## src/hdl/d2h_pkg.sv

```systemverilog
// ----------------------------------------------------------------------------
// d2h_pkg: shared types and constants of the disparity colorizer
// Widths of the hue datapath, divider staging and register indexes.
// ----------------------------------------------------------------------------
package d2h_pkg;

  // Field widths
  localparam int unsigned DISP_W = 8;
  localparam int unsigned SV_W   = 9;   // saturation / value, Q1.8
  localparam int unsigned CH_W   = 8;

  // Configuration register indexes
  localparam int unsigned CFG_IDX_W = 2;
  localparam logic [CFG_IDX_W-1:0] CFG_MAX_DISP = 2'd0;
  localparam logic [CFG_IDX_W-1:0] CFG_SAT      = 2'd1;
  localparam logic [CFG_IDX_W-1:0] CFG_VAL      = 2'd2;

  // Hue division: (max - d) * 240 / max, quotient never above 240
  localparam int unsigned HUE_SPAN       = 240;
  localparam int unsigned NUM_W          = 16;
  localparam int unsigned QUOT_W         = 8;
  localparam int unsigned BITS_PER_STAGE = 2;
  localparam int unsigned DIV_STAGES     = QUOT_W / BITS_PER_STAGE;

  // Sector / fraction
  localparam int unsigned SEC_W  = 3;
  localparam int unsigned REM_W  = 6;
  localparam int unsigned F16_W  = 16;

  // Q.24 factors and Q.32 products
  localparam int unsigned K_W = 26;
  localparam int unsigned X_W = 35;

  // Divider result handed to the sector stage
  typedef struct packed {
    logic              vld;
    logic [QUOT_W-1:0] quot;
  } div_out_t;

endpackage

```

## src/hdl/d2h_div.sv

```systemverilog
// ----------------------------------------------------------------------------
// d2h_div: pipelined restoring divider for the hue, two quotient bits per stage
// The user must keep the divisor static while items are in flight; not checked.
// ----------------------------------------------------------------------------
module d2h_div
  import d2h_pkg::*;
(
  input  logic                  clk_i,
  input  logic                  rst_ni,
  input  logic                  in_vld_i,
  input  logic [NUM_W-1:0]      num_i,
  input  logic [DISP_W-1:0]     den_i,
  output div_out_t              res_o
);

  logic              vld_q [DIV_STAGES];
  logic [QUOT_W-1:0] quo_q [DIV_STAGES];
  logic [NUM_W-1:0]  rem_q [DIV_STAGES-1];

  for (genvar g = 0; g < DIV_STAGES; g++) begin : g_stage
    logic              vld_in;
    logic [QUOT_W-1:0] quo_in;
    logic [NUM_W-1:0]  rem_in;
    logic [QUOT_W-1:0] quo_nx;
    logic [NUM_W-1:0]  rem_nx;

    if (g == 0) begin : g_first
      assign vld_in = in_vld_i;
      assign quo_in = '0;
      assign rem_in = num_i;
    end else begin : g_next
      assign vld_in = vld_q[g-1];
      assign quo_in = quo_q[g-1];
      assign rem_in = rem_q[g-1];
    end

    // two compare-subtract steps
    always_comb begin
      logic [NUM_W-1:0] trial;
      rem_nx = rem_in;
      quo_nx = quo_in;
      for (int b = 0; b < BITS_PER_STAGE; b++) begin
        trial = NUM_W'(den_i) << (QUOT_W - 1 - g * BITS_PER_STAGE - b);
        if (rem_nx >= trial) begin
          rem_nx = rem_nx - trial;
          quo_nx[QUOT_W - 1 - g * BITS_PER_STAGE - b] = 1'b1;
        end
      end
    end

    always_ff @(posedge clk_i or negedge rst_ni) begin
      if (!rst_ni) begin
        vld_q[g] <= 1'b0;
      end else begin
        vld_q[g] <= vld_in;
      end
    end

    always_ff @(posedge clk_i) begin
      quo_q[g] <= quo_nx;
    end

    // the last stage leaves its remainder behind
    if (g < DIV_STAGES - 1) begin : g_rem
      always_ff @(posedge clk_i) begin
        rem_q[g] <= rem_nx;
      end
    end
  end

  assign res_o.vld  = vld_q[DIV_STAGES-1];
  assign res_o.quot = quo_q[DIV_STAGES-1];

endmodule

```

## src/hdl/disparity_to_hue_colorizer_core.sv

```systemverilog
// ----------------------------------------------------------------------------
// disparity_to_hue_colorizer_core: disparity pixel to BGR via HSV hue map
// Clamps the pixel, divides for the hue, forms p/q/t and scales to 8 bits.
// ----------------------------------------------------------------------------
// One pixel per clock: a pixel is taken on every cycle with start high, and
// busy never rises. Each result appears on blue_o/green_o/red_o for one
// cycle with done_o high; results come out in order and cannot be held off.
// Each pixel runs through the clamp and numerator stage, the hue divider
// (four stages of two quotient bits each), the sector split, the fraction,
// the saturation products, the value products and the output clamp. The
// configuration registers must only be written while no pixel is in flight.
module disparity_to_hue_colorizer_core
  import d2h_pkg::*;
(
  input  logic                 clk_i,
  input  logic                 rst_ni,
  input  logic                 start,
  output logic                 busy,
  input  logic                 cfg_we_i,
  input  logic [CFG_IDX_W-1:0] cfg_idx_i,
  input  logic [SV_W-1:0]      cfg_data_i,
  input  logic [DISP_W-1:0]    disparity_i,
  output logic                 done_o,
  output logic [CH_W-1:0]      blue_o,
  output logic [CH_W-1:0]      green_o,
  output logic [CH_W-1:0]      red_o
);

  localparam int unsigned Latency = 10;
  localparam logic [K_W-1:0] OneQ24 = K_W'(1) << 24;
  localparam logic [F16_W:0] OneQ16 = (F16_W+1)'(1) << 16;

  // ---------------------------------------------------------------------------
  // Configuration registers
  logic [DISP_W-1:0] max_q;
  logic [SV_W-1:0]   sat_q;
  logic [SV_W-1:0]   val_q;

  always_ff @(posedge clk_i or negedge rst_ni) begin
    if (!rst_ni) begin
      max_q <= DISP_W'(255);
      sat_q <= SV_W'(256);
      val_q <= SV_W'(256);
    end else if (cfg_we_i) begin
      unique case (cfg_idx_i)
        CFG_MAX_DISP: max_q <= cfg_data_i[DISP_W-1:0];
        CFG_SAT:      sat_q <= cfg_data_i;
        CFG_VAL:      val_q <= cfg_data_i;
        default:      ;  // index beyond the list: ignored
      endcase
    end
  end

  assign busy = 1'b0;

  logic accept;
  assign accept = start && !busy;

  // ---------------------------------------------------------------------------
  // Stage 1: clamp pixel, numerator (max - d) * 240
  logic [DISP_W-1:0] d_clamp;
  logic [DISP_W-1:0] diff;
  logic [NUM_W-1:0]  num_d;
  logic [NUM_W-1:0]  num_q;
  logic              num_vld_q;

  always_comb begin
    d_clamp = (disparity_i > max_q) ? max_q : disparity_i;
    diff    = max_q - d_clamp;
    num_d   = NUM_W'(diff) * NUM_W'(HUE_SPAN);
  end

  always_ff @(posedge clk_i or negedge rst_ni) begin
    if (!rst_ni) begin
      num_vld_q <= 1'b0;
    end else begin
      num_vld_q <= accept;
    end
  end

  always_ff @(posedge clk_i) begin
    num_q <= num_d;
  end

  // ---------------------------------------------------------------------------
  // Stages 2..5: hue = numerator / max
  div_out_t hue;

  d2h_div u_div (
    .clk_i    (clk_i),
    .rst_ni   (rst_ni),
    .in_vld_i (num_vld_q),
    .num_i    (num_q),
    .den_i    (max_q),
    .res_o    (hue)
  );

  // ---------------------------------------------------------------------------
  // Stage 6: sector = hue / 60, remainder = hue mod 60
  logic [SEC_W-1:0] sec_d;
  logic [QUOT_W-1:0] rem_full;
  logic [SEC_W-1:0] sec_q;
  logic [REM_W-1:0] rem_q;
  logic             sec_vld_q;

  always_comb begin
    priority if (hue.quot >= QUOT_W'(240)) begin
      sec_d    = SEC_W'(4);
      rem_full = hue.quot - QUOT_W'(240);
    end else if (hue.quot >= QUOT_W'(180)) begin
      sec_d    = SEC_W'(3);
      rem_full = hue.quot - QUOT_W'(180);
    end else if (hue.quot >= QUOT_W'(120)) begin
      sec_d    = SEC_W'(2);
      rem_full = hue.quot - QUOT_W'(120);
    end else if (hue.quot >= QUOT_W'(60)) begin
      sec_d    = SEC_W'(1);
      rem_full = hue.quot - QUOT_W'(60);
    end else begin
      sec_d    = SEC_W'(0);
      rem_full = hue.quot;
    end
  end

  always_ff @(posedge clk_i or negedge rst_ni) begin
    if (!rst_ni) begin
      sec_vld_q <= 1'b0;
    end else begin
      sec_vld_q <= hue.vld;
    end
  end

  always_ff @(posedge clk_i) begin
    sec_q <= sec_d;
    rem_q <= rem_full[REM_W-1:0];
  end

  // ---------------------------------------------------------------------------
  // Stage 7: f16 = floor(rem * 65536 / 60) = rem*1092 + floor(rem*4/15)
  // floor(a/15) for a < 240 is exact as (a*137) >> 11
  logic [F16_W-1:0] frac_d;
  logic [F16_W-1:0] frac_corr;
  logic [F16_W-1:0] frac_q;
  logic [SEC_W-1:0] frac_sec_q;
  logic             frac_vld_q;

  always_comb begin
    frac_corr = (F16_W'(rem_q) * F16_W'(548)) >> 11;
    frac_d    = F16_W'(rem_q) * F16_W'(1092) + frac_corr;
  end

  always_ff @(posedge clk_i or negedge rst_ni) begin
    if (!rst_ni) begin
      frac_vld_q <= 1'b0;
    end else begin
      frac_vld_q <= sec_vld_q;
    end
  end

  always_ff @(posedge clk_i) begin
    frac_q     <= frac_d;
    frac_sec_q <= sec_q;
  end

  // ---------------------------------------------------------------------------
  // Stage 8: Q.24 factors 1 - f*S, 1 - (1-f)*S, 1 - S
  logic [K_W-1:0]        prod_q_fac;
  logic [K_W-1:0]        prod_t_fac;
  logic [K_W-1:0]        prod_p_fac;
  logic signed [K_W-1:0] kq_q, kt_q, kp_q;
  logic [SEC_W-1:0]      k_sec_q;
  logic                  k_vld_q;

  always_comb begin
    prod_q_fac = K_W'(frac_q) * K_W'(sat_q);
    prod_t_fac = K_W'(OneQ16 - (F16_W+1)'(frac_q)) * K_W'(sat_q);
    prod_p_fac = K_W'(sat_q) << 16;
  end

  always_ff @(posedge clk_i or negedge rst_ni) begin
    if (!rst_ni) begin
      k_vld_q <= 1'b0;
    end else begin
      k_vld_q <= frac_vld_q;
    end
  end

  always_ff @(posedge clk_i) begin
    kq_q    <= signed'(OneQ24 - prod_q_fac);
    kt_q    <= signed'(OneQ24 - prod_t_fac);
    kp_q    <= signed'(OneQ24 - prod_p_fac);
    k_sec_q <= frac_sec_q;
  end

  // ---------------------------------------------------------------------------
  // Stage 9: Q.32 values V*factor
  logic signed [X_W-1:0] v_s;
  logic signed [X_W-1:0] xq_q, xt_q, xp_q, xv_q;
  logic [SEC_W-1:0]      x_sec_q;
  logic                  x_vld_q;

  assign v_s = X_W'(val_q);

  always_ff @(posedge clk_i or negedge rst_ni) begin
    if (!rst_ni) begin
      x_vld_q <= 1'b0;
    end else begin
      x_vld_q <= k_vld_q;
    end
  end

  always_ff @(posedge clk_i) begin
    xq_q    <= X_W'(kq_q) * v_s;
    xt_q    <= X_W'(kt_q) * v_s;
    xp_q    <= X_W'(kp_q) * v_s;
    xv_q    <= v_s <<< 24;
    x_sec_q <= k_sec_q;
  end

  // ---------------------------------------------------------------------------
  // Stage 10: sector select, clamp to 0..1, scale by 255
  function automatic logic [CH_W-1:0] to_channel(input logic signed [X_W-1:0] x);
    logic [32:0] c;
    logic [40:0] scaled;
    if (x < 0) begin
      c = '0;
    end else if (x > X_W'(64'h1_0000_0000)) begin
      c = 33'h1_0000_0000;
    end else begin
      c = x[32:0];
    end
    scaled = {c, 8'b0} - 41'(c);
    return scaled[39:32];
  endfunction

  logic signed [X_W-1:0] b_x, g_x, r_x;
  logic [CH_W-1:0]       blue_d, green_d, red_d;
  logic                  done_q;
  logic [CH_W-1:0]       blue_q, green_q, red_q;

  always_comb begin
    unique case (x_sec_q)
      SEC_W'(0): begin b_x = xp_q; g_x = xt_q; r_x = xv_q; end
      SEC_W'(1): begin b_x = xp_q; g_x = xv_q; r_x = xq_q; end
      SEC_W'(2): begin b_x = xt_q; g_x = xv_q; r_x = xp_q; end
      SEC_W'(3): begin b_x = xv_q; g_x = xq_q; r_x = xp_q; end
      SEC_W'(4): begin b_x = xv_q; g_x = xp_q; r_x = xt_q; end
      default:   begin b_x = xq_q; g_x = xp_q; r_x = xv_q; end
    endcase
    // zero maximum: black
    if (max_q == '0) begin
      blue_d  = '0;
      green_d = '0;
      red_d   = '0;
    end else begin
      blue_d  = to_channel(b_x);
      green_d = to_channel(g_x);
      red_d   = to_channel(r_x);
    end
  end

  always_ff @(posedge clk_i or negedge rst_ni) begin
    if (!rst_ni) begin
      done_q <= 1'b0;
    end else begin
      done_q <= x_vld_q;
    end
  end

  always_ff @(posedge clk_i) begin
    blue_q  <= blue_d;
    green_q <= green_d;
    red_q   <= red_d;
  end

  assign done_o  = done_q;
  assign blue_o  = blue_q;
  assign green_o = green_q;
  assign red_o   = red_q;

  // ---------------------------------------------------------------------------
  // Assertions

  // every transfer in gives exactly one result strobe, and no strobe comes without one
  a_latency: assert property (@(posedge clk_i) disable iff (!rst_ni)
    $past(rst_ni, Latency) |-> (done_o == $past(accept, Latency)))
    else $error("result strobe does not match accepted pixel");

  // sector split keeps the sector at most 4 and the remainder below one sector
  a_sector: assert property (@(posedge clk_i) disable iff (!rst_ni)
    sec_vld_q |-> (sec_q <= SEC_W'(4)) && (rem_q < REM_W'(60)))
    else $error("sector or remainder out of range");

  // zero maximum gives black
  a_black: assert property (@(posedge clk_i) disable iff (!rst_ni)
    (x_vld_q && max_q == '0) |=> (blue_o == '0) && (green_o == '0) && (red_o == '0))
    else $error("zero maximum did not give black");

endmodule
```

## config.mk

```make
export PLATFORM = sky130hd
export DESIGN_NAME = disparity_to_hue_colorizer_core
export DESIGN_NICKNAME = d
export VERILOG_FILES = /design/src/hdl/d2h_pkg.sv /design/src/hdl/d2h_div.sv /design/src/hdl/disparity_to_hue_colorizer_core.sv
export SDC_FILE = /design/constraint.sdc
export NUM_CORES = 2
export LEC_CHECK = 0
export BUFFER_PORTS_ARGS = -buffer_cell sky130_fd_sc_hd__buf_4
export CAP_MARGIN = 20
export CORE_MARGIN = 3
export CORE_UTILIZATION = 40
export CTS_CLUSTER_DIAMETER = 120
export CTS_CLUSTER_SIZE = 14
export DETAILED_ROUTE_END_ITERATION = 12
export GPL_ROUTABILITY_DRIVEN = 0
export HOLD_SLACK_MARGIN = 0.02
export PLACE_DENSITY = 0.55
export SLEW_MARGIN = 20
export SYNTH_ARGS = -nofsm -noshare
export SYNTH_HDL_FRONTEND = slang
export SYNTH_HIERARCHICAL = 1
export SYNTH_SLANG_ARGS = --single-unit
```

## constraint.sdc

```tcl
create_clock -name clk_i -period 7.17 [get_ports clk_i]
set_input_delay 0 -clock clk_i [delete_from_list [all_inputs] [get_ports clk_i]]
set_output_delay 0 -clock clk_i [all_outputs]
set_load 0.1 [all_outputs]
```

==> flow_metrics.tcl <==
set metrics [dict create \
    placedCellCount 7160 \
    clock_skew_ps 34.78 \
    grt_antenna_before_repair 2 \
    crit_start "frac_q[0]" \
    core_um2 122500 \
    grt_pass1_wl_um 212700 \
    cts-root-buf "clkbuf_16" \
    dieHeight_um 358.3 \
    drive_above_1_share_pct 5.740 \
    place_hpwl_um 105500 \
    clk_pin_slew_worst_paths_ps 70 \
    finalHoldViolCount 0 \
    first_iter_violations 2261 \
    holdPathEnd "num_q[5]" \
    cts_buffer_depth 3 \
    final_cell_mix "inv_1, fa_1, and2_1" \
    period_minus_slack_ps 6835 \
    grt_max_degree 82 \
    status "finished, final reports clean" \
    final_common_cell "inv_1" \
    drc_errors 0 \
    synth_cells 5583 \
    ys_ff_latch 332 \
    criticalPathCategory "reg -> reg" \
    io_buffers 47 \
    hold_start "disparity_i[1]" \
    path_buf_inv 4 \
    cts.sinks 332 \
    cts_buffers 29 \
    die_area_um2 128400 \
    worstReg2RegEnd "kt_q[25]" \
    drt-pass1-iter-count 6 \
    cpMostUsedCell "fa_1" \
    synth-seq-area-share_pct 13.78 \
    finalHoldWorstSlack_ps 207.5 \
    yosys_warnings 6 \
    wl_met3_um 3981 \
    slew_violations 0 \
    grt_pass1_vias 38910 \
    ys_types 114 \
    synthArstFlopShare_pct 10.84 \
    start_util_pct 40.51 \
    htree_levels 1 \
    wl_met1_um 60370 \
    rows 128 \
    final_nets 6833 \
    grt_use_total_pct 20.50 \
    avgSynthCellArea_um2 8.891 \
    stdcell_count 7236 \
    syn_to_final_growth_pct 7.020 \
    reg2reg_depth 25 \
    max_freq_mhz 146.3 \
    drv_cap 0 \
    vias 37560 \
    tritoncts "done" \
    postRouteAntennaNets 0 \
    routed.top_layer "met4" \
    required_ps 7700 \
    r2r_start "frac_q[0]" \
    cp.arrival_ps 7360 \
    hp-class "in -> reg" \
    path_delay_family "adder cells" \
    insertion_delay_ps 620 \
    globalRouteOverflowTotal 0 \
    relSlewSlack_pct 27.24 \
    routed_wl_um 128900 \
    syn-cell-area_um2 49640 \
    worst_pin_slew_ps 1082 \
    cpMaxStageDelayCell "fa_1" \
    via_per_inst 5.191 \
    min_path_cells 5 \
    wl_met2_um 61770 \
    end_kind "flip-flop" \
    synthFlopType "dfxtp_1" \
    reg2reg_slack_ps 340 \
    synth_edf_count 0 \
    io_pins 49 \
    cp_slowest_stage_delay_ps 520 \
    finalSetupViolations 0 \
    cp_max_fo 4 \
    die_w_um 358.3 \
    startpoint_type "flip-flop" \
    wire_per_inst_um 17.81 \
    finalCritPeriodShare_pct 95.32 \
]
-- cell type report --
type	instances	area (um^2)
clock inverters	5	45.04
clock buffers	39	783.3
well taps	1625	2033
flip-flops and latches	332	6858
inverters	936	3513
multi-input cells	4139	38600
diodes	1	2.502
fillers	12160	69400
repair buffers	159	1289
-- worst max-delay path by stage --
stage	endpoint	slack, ps	cells past startpoint
after floorplan	kt_q[25]	220	26
after detailed placement	kt_q[25]	5	24
after global placement	kt_q[25]	90	24
after CTS	kt_q[25]	5	25
final	kt_q[25]	340	25
after global routing	kt_q[25]	-7	25
-- synthesized netlist by cell type, types with 20 or more instances --
library cell | n | share of area [%]
mux2i_1 | 42 | 0.85
dfxtp_1 | 296 | 12
and2_1 | 607 | 7.7
ha_1 | 533 | 13
xor2_1 | 63 | 1.1
a22oi_1 | 69 | 1.0
mux2_2 | 39 | 0.88
nor2b_1 | 45 | 0.57
o21ai_1 | 22 | 0.22
and3_1 | 30 | 0.38
nand4_1 | 32 | 0.40
xnor2_1 | 172 | 3.0
o21a_1 | 33 | 0.50
nor3b_1 | 24 | 0.36
o21bai_1 | 28 | 0.42
a21oi_1 | 214 | 2.2
nand2b_1 | 66 | 0.83
fa_1 | 680 | 27
buf_2 | 23 | 0.23
clkbuf_1 | 140 | 1.1
inv_1 | 926 | 7.0
a211oi_1 | 29 | 0.44
o31ai_1 | 28 | 0.42
dfrtp_1 | 26 | 1.3
o211ai_1 | 21 | 0.32
nand2_1 | 438 | 3.3
nor4_1 | 20 | 0.25
nor2_1 | 211 | 1.6
nand3_1 | 42 | 0.42
or2_2 | 28 | 0.35
a21o_1 | 105 | 1.6
nor3_1 | 49 | 0.49
o21ai_0 | 149 | 1.5
or3_1 | 34 | 0.43
-- per-stage QoR --
stage / utilization [%] / cell area [um^2] / worst slack [ps] / TNS, ps
floorplan: - / 49670 / 216.6 / 0
global placement: 42.35 / 51880 / 87.10 / 0
detailed placement: 42.36 / 51900 / 4.738 / 0
CTS: 43.30 / 53050 / 5.341 / 0
global route: 43.36 / 53120 / -6.886 / -6.886
finish: 43.36 / 53120 / 335.2 / 0
-- tightest hold or removal path: stages --
cell and delay [ps]:
buf_4 100, a21o_1 140, fa_1 160, inv_1 80, ha_1 300
-- cell families (layout without fill, tap and decap cells) --
group,Yosys count,after routing,share of synthesized area (%)
adders and majority gates,1215,1215,40.90
buffers and inverters,1120,1139,8.704
AOI/OAI and AO/OA,886,886,12.05
DFF,332,332,13.78
muxes,95,95,2.095
and+or+nand+nor,1699,1699,18.32
xor gates and xnor gates,235,235,4.146
other,1,10,0.007555
-- sequential cells by signal (all words and copies together) (netlist names), 9 cells and up --
name         cells
u_div/rem_q     48
xt_q            35
xq_q            34
kt_q            26
kq_q            25
u_div/quo_q     20
xp_q            19
frac_q          16
num_q           12
kp_q            10
sat_q            9
val_q            9
xv_q             9
-- per-layer routing --
metal | global-route usage [%] | vias to the layer above
met4 | 4.133 | 0
met3 | 1.370 | 132
met5 | 0 | -
met1 | 28.27 | 18640
li1 | - | 18100
met2 | 35.46 | 684
-- timing repair --
item	in CTS	in global routing
gates resized for setup	1	11
endpoints found under the hold margin	64	0
hold buffers	31	0
setup endpoints to repair	1	3
setup buffers	0	0
Power is not shown: default switching activity piles up to over one toggle a cycle in this logic, so the estimate is an artifact.
